--- config.mk ---
export PLATFORM = sky130hd
export DESIGN_NAME = per_source_cooldown_table
export DESIGN_NICKNAME = d
export VERILOG_FILES = /design/src/hw/rtl/pct_pkg.sv /design/src/hw/rtl/per_source_cooldown_table.sv /design/src/hw/rtl/pct_front.sv /design/src/hw/rtl/pct_queue.sv /design/src/hw/rtl/pct_back.sv
export SDC_FILE = /design/constraint.sdc
export NUM_CORES = 2
export LEC_CHECK = 0
export BUFFER_PORTS_ARGS = -buffer_cell sky130_fd_sc_hd__buf_2
export CAP_MARGIN = 25
export CORE_UTILIZATION = 65
export CTS_BUF_LIST = sky130_fd_sc_hd__clkbuf_4 sky130_fd_sc_hd__clkbuf_8
export CTS_CLUSTER_DIAMETER = 60
export CTS_CLUSTER_SIZE = 30
export DETAILED_ROUTE_END_ITERATION = 10
export PLACE_DENSITY_LB_ADDON = 0.25
export SYNTH_ARGS = -nofsm -noshare
export SYNTH_HDL_FRONTEND = slang
export SYNTH_SLANG_ARGS = --single-unit
--- constraint.sdc ---
create_clock -name clk -period 19.97 [get_ports clk]
set_clock_uncertainty 0.05 [all_clocks]
set_input_delay 1.997 -clock clk [delete_from_list [all_inputs] [get_ports clk]]
set_output_delay 1.997 -clock clk [all_outputs]
set_load 0.02 [all_outputs]
--- src/hw/rtl/pct_pkg.sv ---
package pct_pkg;

	localparam int TABLE_ENTRIES_DEF = 8;
	localparam int QUEUE_DEPTH = 2;
	localparam logic [15:0] COOLDOWN_RESET = 16'd120;
	localparam logic [31:0] TIME_MAX = 32'hFFFF_FFFF;

	typedef enum logic [2:0] {
		OUT_KNOWN_OK = 3'd0,
		OUT_NEW_FREE = 3'd1,
		OUT_EVICTED  = 3'd2,
		OUT_INVALID  = 3'd3,
		OUT_STALE    = 3'd4,
		OUT_COOLING  = 3'd5
	} outcome_t;

	typedef enum logic [1:0] {
		ST_IDLE,
		ST_LOOK,
		ST_REDUCE,
		ST_EVICT
	} back_state_t;

	// A classified request as it waits in the queue.
	typedef struct packed {
		logic        invalid;
		logic [15:0] source_id;
		logic [31:0] sequence_number;
		logic [31:0] now_time;
		logic [31:0] next_time;
	} req_t;

endpackage

--- src/hw/rtl/per_source_cooldown_table.sv ---
// A result is registered on m_tvalid once its request has left the queue and
// passed the table lookup. The back takes one request at a time (queue pop, then
// the lookup); a new source that must evict also passes through the
// registered minimum tree over the entries' next times before it is written.
// Reset (arst_n low, asynchronous): the table is cleared to all free entries,
// the queue and output are emptied, and cooldown_interval returns to 120.
module per_source_cooldown_table #(
	parameter int TABLE_ENTRIES = pct_pkg::TABLE_ENTRIES_DEF
) (
	input  logic        clk,
	input  logic        arst_n,
	// Request channel.
	input  logic        s_tvalid,
	output logic        s_tready,
	input  logic [79:0] s_tdata,  // source_id[15:0], sequence_number[47:16], now_time[79:48]
	// Result channel.
	output logic        m_tvalid,
	input  logic        m_tready,
	output logic [7:0]  m_tdata,  // accepted[0], outcome[3:1], zero[7:4]
	// Configuration channel for cooldown_interval.
	input  logic        cfg_valid,
	output logic        cfg_ready,
	input  logic [15:0] cfg_data
);

	// The user must write the cooldown register only while the block is idle (the block
	// does not enforce this), so the front may use it directly when it classifies a request.
	logic [15:0]   cooldown_q;
	pct_pkg::req_t front_req;
	pct_pkg::req_t q_data;
	logic          q_full;
	logic          q_not_empty;
	logic          q_pop;
	logic          push;

	assign cfg_ready = 1'b1;
	assign s_tready  = !q_full;
	assign push      = s_tvalid && s_tready;

	always_ff @(posedge clk or negedge arst_n) begin
		if (!arst_n) begin
			cooldown_q <= pct_pkg::COOLDOWN_RESET;
		end else if (cfg_valid && cfg_ready) begin
			cooldown_q <= cfg_data;
		end
	end

	// The front unpacks each transfer, flags invalid requests and works out
	// the saturated next allowed time.
	pct_front u_front (
		.s_tdata    (s_tdata),
		.cooldown_q (cooldown_q),
		.req        (front_req)
	);

	// A short queue decouples request intake from the table work.
	pct_queue u_queue (
		.clk       (clk),
		.arst_n    (arst_n),
		.push      (push),
		.push_data (front_req),
		.full      (q_full),
		.pop       (q_pop),
		.not_empty (q_not_empty),
		.pop_data  (q_data)
	);

	// The back owns the table: lookup, update, eviction and the result register.
	pct_back #(
		.TABLE_ENTRIES (TABLE_ENTRIES)
	) u_back (
		.clk         (clk),
		.arst_n      (arst_n),
		.q_not_empty (q_not_empty),
		.q_data      (q_data),
		.q_pop       (q_pop),
		.m_tvalid    (m_tvalid),
		.m_tready    (m_tready),
		.m_tdata     (m_tdata)
	);

endmodule

--- src/hw/rtl/pct_front.sv ---
module pct_front (
	input  logic [79:0]        s_tdata,
	input  logic [15:0]        cooldown_q,
	output pct_pkg::req_t      req
);

	logic [32:0] sum;

	always_comb begin
		req.source_id       = s_tdata[15:0];
		req.sequence_number = s_tdata[47:16];
		req.now_time        = s_tdata[79:48];
		req.invalid         = (req.source_id == 16'd0) || (req.sequence_number == 32'd0);
		sum = {1'b0, req.now_time} + {17'd0, cooldown_q};
		// Saturate the next allowed time instead of wrapping.
		req.next_time = sum[32] ? pct_pkg::TIME_MAX : sum[31:0];
	end

endmodule

--- src/hw/rtl/pct_queue.sv ---
module pct_queue (
	input  logic          clk,
	input  logic          arst_n,
	input  logic          push,
	input  pct_pkg::req_t push_data,
	output logic          full,
	input  logic          pop,
	output logic          not_empty,
	output pct_pkg::req_t pop_data
);

	localparam int DEPTH = pct_pkg::QUEUE_DEPTH;
	localparam int PTR_W = (DEPTH > 1) ? $clog2(DEPTH) : 1;
	localparam int CNT_W = $clog2(DEPTH + 1);

	pct_pkg::req_t    mem_q [DEPTH];
	logic [PTR_W-1:0] wr_ptr_q;
	logic [PTR_W-1:0] rd_ptr_q;
	logic [CNT_W-1:0] count_q;

	assign full      = (count_q == CNT_W'(DEPTH));
	assign not_empty = (count_q != '0);
	assign pop_data  = mem_q[rd_ptr_q];

	always_ff @(posedge clk) begin
		if (push) begin
			mem_q[wr_ptr_q] <= push_data;
		end
	end

	always_ff @(posedge clk or negedge arst_n) begin
		if (!arst_n) begin
			wr_ptr_q <= '0;
			rd_ptr_q <= '0;
			count_q  <= '0;
		end else begin
			if (push) begin
				wr_ptr_q <= (wr_ptr_q == PTR_W'(DEPTH - 1)) ? '0 : wr_ptr_q + 1'b1;
			end
			if (pop) begin
				rd_ptr_q <= (rd_ptr_q == PTR_W'(DEPTH - 1)) ? '0 : rd_ptr_q + 1'b1;
			end
			if (push && !pop) begin
				count_q <= count_q + 1'b1;
			end else if (pop && !push) begin
				count_q <= count_q - 1'b1;
			end
		end
	end

endmodule

--- src/hw/rtl/pct_back.sv ---
module pct_back #(
	parameter int TABLE_ENTRIES = pct_pkg::TABLE_ENTRIES_DEF
) (
	input  logic          clk,
	input  logic          arst_n,
	input  logic          q_not_empty,
	input  pct_pkg::req_t q_data,
	output logic          q_pop,
	output logic          m_tvalid,
	input  logic          m_tready,
	output logic [7:0]    m_tdata
);

	localparam int N     = TABLE_ENTRIES;
	localparam int IDX_W = (N > 1) ? $clog2(N) : 1;
	localparam int LVLS  = $clog2(N);
	localparam int LVL_W = (LVLS > 1) ? $clog2(LVLS) : 1;

	logic [15:0] ent_src_q  [N];
	logic [31:0] ent_seq_q  [N];
	logic [31:0] ent_next_q [N];

	logic [IDX_W-1:0] cand_idx_q  [N];
	logic [31:0]      cand_time_q [N];
	logic [IDX_W-1:0] red_idx     [N];
	logic [31:0]      red_time    [N];

	pct_pkg::req_t          item_q;
	pct_pkg::back_state_t   state_q, state_d;
	logic [LVL_W-1:0]       lvl_q;

	logic                   out_valid_q;
	logic                   out_acc_q;
	pct_pkg::outcome_t      out_code_q;

	logic                   hit, free_hit;
	logic [IDX_W-1:0]       hit_idx, free_idx;
	logic                   stale, cooling;

	logic                   wr_en;
	logic [IDX_W-1:0]       wr_idx;
	logic                   emit;
	logic                   emit_acc;
	pct_pkg::outcome_t      emit_code;

	assign m_tvalid = out_valid_q;
	assign m_tdata  = {4'd0, out_code_q, out_acc_q};

	// First matching entry and first free entry.
	always_comb begin
		hit      = 1'b0;
		hit_idx  = '0;
		free_hit = 1'b0;
		free_idx = '0;
		for (int i = 0; i < N; i++) begin
			if (!hit && ent_src_q[i] == item_q.source_id) begin
				hit     = 1'b1;
				hit_idx = IDX_W'(i);
			end
			if (!free_hit && ent_src_q[i] == 16'd0) begin
				free_hit = 1'b1;
				free_idx = IDX_W'(i);
			end
		end
		stale   = (item_q.sequence_number <= ent_seq_q[hit_idx]);
		cooling = (item_q.now_time < ent_next_q[hit_idx]);
	end

	// One level of the minimum tree; the left candidate wins ties.
	for (genvar g = 0; g < N; g++) begin : g_red
		if (2 * g + 1 < N) begin : g_pair
			always_comb begin
				if (cand_time_q[2*g+1] < cand_time_q[2*g]) begin
					red_idx[g]  = cand_idx_q[2*g+1];
					red_time[g] = cand_time_q[2*g+1];
				end else begin
					red_idx[g]  = cand_idx_q[2*g];
					red_time[g] = cand_time_q[2*g];
				end
			end
		end else if (2 * g < N) begin : g_single
			assign red_idx[g]  = cand_idx_q[2*g];
			assign red_time[g] = cand_time_q[2*g];
		end else begin : g_none
			assign red_idx[g]  = cand_idx_q[g];
			assign red_time[g] = cand_time_q[g];
		end
	end

	always_comb begin
		state_d   = state_q;
		q_pop     = 1'b0;
		wr_en     = 1'b0;
		wr_idx    = hit_idx;
		emit      = 1'b0;
		emit_acc  = 1'b0;
		emit_code = pct_pkg::OUT_INVALID;
		unique case (state_q)
			pct_pkg::ST_IDLE: begin
				if (q_not_empty && (!out_valid_q || m_tready)) begin
					q_pop   = 1'b1;
					state_d = pct_pkg::ST_LOOK;
				end
			end
			pct_pkg::ST_LOOK: begin
				if (item_q.invalid) begin
					emit      = 1'b1;
					emit_code = pct_pkg::OUT_INVALID;
					state_d   = pct_pkg::ST_IDLE;
				end else if (hit) begin
					emit    = 1'b1;
					state_d = pct_pkg::ST_IDLE;
					if (stale) begin
						emit_code = pct_pkg::OUT_STALE;
					end else if (cooling) begin
						emit_code = pct_pkg::OUT_COOLING;
					end else begin
						wr_en     = 1'b1;
						emit_acc  = 1'b1;
						emit_code = pct_pkg::OUT_KNOWN_OK;
					end
				end else if (free_hit) begin
					wr_en     = 1'b1;
					wr_idx    = free_idx;
					emit      = 1'b1;
					emit_acc  = 1'b1;
					emit_code = pct_pkg::OUT_NEW_FREE;
					state_d   = pct_pkg::ST_IDLE;
				end else begin
					state_d = (LVLS == 0) ? pct_pkg::ST_EVICT : pct_pkg::ST_REDUCE;
				end
			end
			pct_pkg::ST_REDUCE: begin
				if (lvl_q == LVL_W'(LVLS - 1)) begin
					state_d = pct_pkg::ST_EVICT;
				end
			end
			pct_pkg::ST_EVICT: begin
				wr_en     = 1'b1;
				wr_idx    = cand_idx_q[0];
				emit      = 1'b1;
				emit_acc  = 1'b1;
				emit_code = pct_pkg::OUT_EVICTED;
				state_d   = pct_pkg::ST_IDLE;
			end
			default: begin
				state_d = pct_pkg::ST_IDLE;
			end
		endcase
	end

	always_ff @(posedge clk or negedge arst_n) begin
		if (!arst_n) begin
			state_q     <= pct_pkg::ST_IDLE;
			lvl_q       <= '0;
			out_valid_q <= 1'b0;
			for (int i = 0; i < N; i++) begin
				ent_src_q[i]  <= '0;
				ent_seq_q[i]  <= '0;
				ent_next_q[i] <= '0;
			end
		end else begin
			state_q <= state_d;
			if (state_q == pct_pkg::ST_REDUCE) begin
				lvl_q <= lvl_q + 1'b1;
			end else begin
				lvl_q <= '0;
			end
			if (emit) begin
				out_valid_q <= 1'b1;
			end else if (m_tready) begin
				out_valid_q <= 1'b0;
			end
			if (wr_en) begin
				ent_src_q[wr_idx]  <= item_q.source_id;
				ent_seq_q[wr_idx]  <= item_q.sequence_number;
				ent_next_q[wr_idx] <= item_q.next_time;
			end
		end
	end

	always_ff @(posedge clk) begin
		if (q_pop) begin
			item_q <= q_data;
		end
		if (emit) begin
			out_acc_q  <= emit_acc;
			out_code_q <= emit_code;
		end
		if (state_q == pct_pkg::ST_LOOK) begin
			for (int i = 0; i < N; i++) begin
				cand_idx_q[i]  <= IDX_W'(i);
				cand_time_q[i] <= ent_next_q[i];
			end
		end else if (state_q == pct_pkg::ST_REDUCE) begin
			for (int i = 0; i < N; i++) begin
				cand_idx_q[i]  <= red_idx[i];
				cand_time_q[i] <= red_time[i];
			end
		end
	end

endmodule

; ---- Yosys cells after proc, flatten, opt, wreduce, memory -nomap -nowiden
; Memory sizes are Yosys's and may differ from the RTL's. A register that Yosys moved wholly into a read port is not among the register bits.
; Cells that the tools add are included.
[op_classes]
magnitude_cmp = 9
reduce_logical = 54
muxes = 109
n_bitwise = 18
n_eq_ne = 15
add_sub_neg = 6
[ops]
columns = cell, n
row1 = two-way mux 32 bit, 18
row2 = bitwise mux 256 bit, 2
row3 = binary-select mux 32 bit (select 3 bit), 2
row4 = less-than comparator 32 bit, 5
row5 = logical NOT 16 bit, 9
row6 = bitwise mux 128 bit, 1
row7 = equality test 16 bit, 8
row8 = demux 32 bit (select 3 bit), 1
row9 = two-way mux 3 bit, 27
row10 = demux 16 bit (select 3 bit), 1
row11 = two-way mux 1 bit, 38
row12 = adder 32 x 16 -> 33 bit, 1
row13 = less-or-equal comparator 32 bit, 1
row14 = logical NOT 32 bit, 1
row15 = two-way mux 2 bit, 13
row16 = logical AND 1 bit, 19
row17 = logical NOT 1 bit, 18
row18 = two-way mux 16 bit, 1
row19 = OR 1 bit, 16
row20 = case mux 3 bit (2 select lines), 2
row21 = equality test 2 bit (second input constant), 4
row22 = greater-or-equal comparator 4 bit (second input constant), 2
row23 = NOT 3 -> 4 bit, 2
row24 = case mux 2 bit (4 select lines), 1
row25 = 11 further kinds, 18
[word_totals]
output_inout_bits = 11
mem_count = 3
mem_bits_rw = 506
reg_bits = 669
inputBits = 101
[mem_list]
columns = memory, words, word_bits, rd, rd_clocked_by_memory_dff, write_ports, line_no
row1 = u_back.cand_time_q, 8, 32, 8, 0, 8, pct_back.sv:24  ; logic [31:0] cand_time_q [N];
row2 = u_queue.mem_q, 2, 113, 1, 1, 1, pct_queue.sv:16  ; pct_pkg::req_t mem_q [DEPTH];
row3 = u_back.cand_idx_q, 8, 3, 8, 0, 8, pct_back.sv:23  ; logic [IDX_W-1:0] cand_idx_q [N];

; ---- Depth between registers and ports, before layout
[logic_depth]
depth_word = 33
ltp_mapped = 26
depth_no_buf = 21

; ---- By module
; A second synthesis with hierarchy kept.
[hier_totals]
cells_unflattened = 4499
area_unflattened_um2 = 60989.7
[modules_own_cells]
columns = mod, n_inst, cells_each, area_per_inst_um2
row1 = pct_back, 1, 3805, 49590.1
row2 = pct_queue, 1, 368, 8592.0
row3 = pct_front, 1, 288, 2132.0
row4 = per_source_cooldown_table, 1, 38, 675.6

; ---- Worst setup path before layout
; Ideal clock, no wire load.
[synth_timing]
kind = input-to-reg
start = input port s_tvalid
end = memory u_queue.mem_q[0][0] (netlist bit) (enable)
arrival_ps = 6793
t_required_ps = 19334
path_stages = 2
path_slack_ps = 12541
path_cell_list = nand2_1 > nor2_1
[synth_via]
elab_chain_cells = 3
[synth_rtl]
columns = element, line_no
row1 = from (decl), per_source_cooldown_table.sv:13  ; input logic s_tvalid,
row2 = logical AND 1 bit, per_source_cooldown_table.sv:38  ; assign push = s_tvalid && s_tready;
row3 = two-way mux 1 bit, pct_queue.sv:26  ; if (push) begin
row4 = two-way mux 1 bit (implied by the code), pct_queue.sv:27  ; mem_q[wr_ptr_q] <= push_data;
row5 = to (decl), pct_queue.sv:16
; No other way between the ends.

; ---- Final worst setup path
[layout_timing]
start = register, netlist name u_back.item_q[109]
end = register u_back.ent_seq_q[125] (netlist bit)
[layout_via]
elab_chain_cells = 33
elab_cells_between_ends = 62
[layout_rtl]
columns = element, line_no
row1 = equality test 16 bit, pct_back.sv:56  ; if (!hit && ent_src_q[i] == item_q.source_id) begin
row2 = two-way mux 1 bit, pct_back.sv:56
row3 = logical NOT 1 bit, pct_back.sv:56
row4 = logical AND 1 bit, pct_back.sv:56
row5 = two-way mux 1 bit, pct_back.sv:56
row6 = logical NOT 1 bit, pct_back.sv:56
row7 = logical AND 1 bit, pct_back.sv:56
row8 = two-way mux 1 bit, pct_back.sv:56
row9 = [17 not listed], n/a
row10 = two-way mux 32 bit (implied by the code) or two-way mux 3 bit (tied branches), "pct_back.sv:66, pct_back.sv:106"
row11 = two-way mux 32 bit (implied by the code) or case mux 3 bit (2 select lines) (tied branches), "pct_back.sv:66, pct_back.sv:98"
row12 = less-than comparator 32 bit or NOT 3 -> 4 bit (tied branches), "pct_back.sv:66, pct_back.sv:176"
row13 = "two-way mux 1 bit, or another cell as far along", pct_back.sv:115  ; end else if (cooling) begin
row14 = two-way mux 1 bit or logical AND 1 bit (tied branches), "pct_back.sv:113, pct_back.sv:176"
row15 = two-way mux 1 bit or two-way mux 32 bit (tied branches), "pct_back.sv:110, pct_back.sv:176"
row16 = two-way mux 1 bit or demux 32 bit (select 3 bit) (tied branches), "pct_back.sv:106, pct_back.sv:176"
row17 = case mux 1 bit (2 select lines) or bitwise mux 256 bit (tied branches), "pct_back.sv:98, pct_back.sv:176"
row18 = "to (signal, indexed assignment)", pct_back.sv:176  ; ent_seq_q[wr_idx] <= item_q.sequence_number;
row19 = to (decl), pct_back.sv:20  ; logic [31:0] ent_seq_q [N];
; Parallel ways exist; a longest one is shown, timed or not. The select of a mux whose other input is x is not followed.
; A chain may end at the register's enable or synchronous reset.

==> results_dict.tcl <==
set metrics [dict create \
    die-height_um 311 \
    cts_hold_buf 0 \
    worst-path-max-fanout 114 \
    post-route-period-util_pct 53.3 \
    fin_setup_tns_ns 0 \
    startpoint_type "flop" \
    worst_hold_path.num_cells 1 \
    synth_top_area_cell "edfxtp_1" \
    drt-initial-drc-count 3902 \
    reg2reg_depth 25 \
    cts-root-buf "clkbuf_8" \
    nNetsFinal 4900 \
    yosysTopAreaCellShare_pct 29.5 \
    max_freq_ghz 0.0940 \
    finish.utilization_pct 70.0 \
    first_global_vias 38784 \
    globalplace.congestion 0.882 \
    worst_slew_pin_slew_ns 1.10 \
    synthArstFlopShare_pct 52.2 \
    fin_ws_ns 9.33 \
    ys.flop_type "dfrtp_1" \
    worst_setup_path_end_kind "flop" \
    rows 112 \
    synth-seq-area-share_pct 56.4 \
    peakVddDrop_mv 0.129 \
    die_area_sq_um 96500 \
    dp.cells 5746 \
    clk_pin_slew_ns 0.13 \
    numPortBuffers 106 \
    min_period_ns 10.64 \
    arrival_ns 11.24 \
    ioPinCount 112 \
    yosys-top-cells-area "edfxtp_1, dfrtp_1, mux2_4" \
    finalNonFillerCells 5928 \
    maxCapViolations 0 \
    hold_viol 0 \
    antenna_left 0 \
    syn-instance-count 4622 \
    grt_max_degree 214 \
    clock_path_buffers 3 \
    initial_core_util_pct 66.0 \
    power.leakage_nw 27.8 \
    grt_pass1_wl_um 229000 \
    synth_edf_count 609 \
    via_count 38507 \
    first_pass_iters 6 \
    grt_overflow 0 \
    via_per_inst 6.50 \
    powerDensity_nw_per_um2 159 \
    ys_ff_latch 1274 \
    post_cts_buffers 0 \
    grt_usage_pct 30.5 \
    status "finished clean" \
    synthDistinctLibCells 74 \
    relSlewSlack_pct 27.0 \
    cts.repair.resized 0 \
    avgSynthCellArea_sq_um 13.4 \
    drc 0 \
    coreArea_sq_um 93700 \
    cts_buffers 90 \
    antenna_found_initial 10 \
    critPathKind "flop to flop" \
    wirelength_um 148000 \
    cts_sinks 1274 \
    setup_viol 0 \
    hpwl_um 91600 \
    post_drt_wl_per_cell_um 24.9 \
    syn_to_final_growth_pct 6.07 \
    cts_tree "yes" \
    crit_required_ns 20.57 \
    h-tree-depth 3 \
    grt_setup_unrepaired "no" \
    slew_violations 0 \
    worst_skew_pair.late_latency_ns 0.79 \
    dpl_worst_slack_ns 9.48 \
    drive_above_1_share_pct 19.4 \
    hp-class "flop to flop" \
    syn_area_sq_um 61900 \
    die_w_um 311 \
    ys_warn_count 0 \
]
-- kinds of logic after synthesis --
logic type               synth area share (%)
other                                  0.0121
AO/OA/AOI/OAI                            7.91
flip-flops                               56.4
multiplexers                             18.9
AND/OR/NAND/NOR                          6.94
XOR/XNOR                                 2.11
buffers and inverters                    3.39
adder cells (fa/ha/maj)                  4.26
-- Yosys cell counts (5+ instances only) --
master	number
a2111oi_0	5
a211o_1	36
a211oi_1	131
a21o_1	76
a21oi_1	66
a31oi_1	65
a32oi_1	32
and2_1	68
and3_1	10
buf_1	25
buf_2	55
buf_4	8
buf_6	39
clkbuf_1	175
dfrtp_1	661
edfxtp_1	609
ha_1	209
inv_1	153
mux2_1	263
mux2_2	223
mux2_4	290
mux2i_1	189
nand2_1	193
nand2b_1	24
nand3_1	156
nand4_1	124
nor2_1	156
nor2b_1	14
nor3_1	13
nor4_1	71
o2111ai_1	33
o211ai_1	7
o21a_1	16
o21ai_0	173
o31ai_1	36
xnor2_1	72
xor2_1	77
-- worst paths after layout --
path	start	endpoint	slack, ns
worst min-delay path	u_back.lvl_q[0]	u_back.lvl_q[0]	0.40
worst max register to register	u_back.item_q[109]	u_back.ent_seq_q[125]	9.33
max in group asynchronous	arst_n	u_back.ent_next_q[60]	15.58
min in group asynchronous	arst_n	u_back.ent_src_q[100]	1.22
worst max-delay path	u_back.item_q[109]	u_back.ent_seq_q[125]	9.33
worst min register to register	u_back.lvl_q[0]	u_back.lvl_q[0]	0.40
-- cells in the final DEF (no fill, tap or decap), types with 10 or more instances in the layout --
cell type,synthesis,routed
mux2_2,223,223
inv_8,0,10
nand4_1,124,124
a21oi_1,66,63
nor4_1,71,70
and2_1,68,68
buf_2,55,105
nor2_1,156,153
nor3_1,13,13
xor2_1,77,77
o21ai_0,173,172
dfrtp_1,661,660
ha_1,209,206
a31oi_1,65,65
buf_4,8,58
nand2b_1,24,23
a211oi_1,131,131
a32oi_1,32,32
o21ai_4,4,11
inv_1,153,151
mux2_1,263,263
o31ai_1,36,36
mux2_4,290,290
xnor2_1,72,72
nand3_1,156,156
a211o_1,36,36
mux2i_1,189,189
clkbuf_8,0,95
nand2_1,193,193
o2111ai_1,33,33
nor2b_1,14,14
edfxtp_1,609,609
a21o_1,76,75
o21a_1,16,13
-- where the power goes --
part / leakage, nW / total (mW) / switching, mW / internal, mW
registers: 14.3 / 4.94 / 0.912 / 4.03
clock network: 1.13 / 1.60 / 1.01 / 0.591
logic: 12.5 / 3.92 / 2.14 / 1.78
-- final cells by class --
class	count	area, sq um
sequential	1274	34900
antenna	9	22.5
multi-input combinational	2896	25100
clock inverter	69	962
inverter	153	578
clock buffer	99	1340
timing repair buffer	174	1190
fill	6448	28100
tap	1254	1570
-- layer usage --
metal  GRT usage (%)  up-vias  share of wire [%]
met3            4.93      296                7.4
met2            49.5     1436                 48
met1            42.5    19586                 42
met4            9.64        6                3.0
li1                -    17183                  -
met5               0        -              0.023
-- through the flow --
stage / power, mW / hold slack, ns / cell area, sq um
detailed placement: 8.83 / 0.368 / 63200
global placement: 8.67 / 0.365 / 63200
finish: 10.5 / 0.398 / 65600
CTS: 10.4 / 0.393 / 65500
global route: 11.0 / 0.417 / 65600
floorplan: 7.56 / 0.353 / 61900
-- registers in the layout, summed over array words and instances (netlist names), 2 cells and up, named ones only --
signal,flops
u_back.ent_next_q,256
u_back.out_code_q,3
u_back.cand_time_q,256
u_back.lvl_q,2
u_back.ent_src_q,128
cooldown_q,16
u_back.ent_seq_q,256
u_queue.mem_q,226
u_back.cand_idx_q,10
u_queue.count_q,2
u_back.item_q,113
-- critical path, cell delays in order, from the launching register on --
cell and delay (ns):
edfxtp_1 0.89, xor2_1 0.13, nor4_1 0.51, nand4_1 0.25, a211oi_1 0.58, o21a_4 0.66, buf_12 0.49, buf_4 0.83
and2_1 0.24, a211oi_1 0.05, a211oi_1 0.25, a31oi_1 0.07, ha_1 0.34, a21o_1 0.19, a21o_1 0.18, a21o_1 0.17
a21o_1 0.16, a21oi_1 0.14, o21ai_0 0.09, a221o_1 0.32, nor3_1 0.83, a211oi_4 0.26, o21ai_4 0.55, buf_4 0.64
buf_4 0.94, mux2_4 0.35
(Power assumes the default switching activity.)
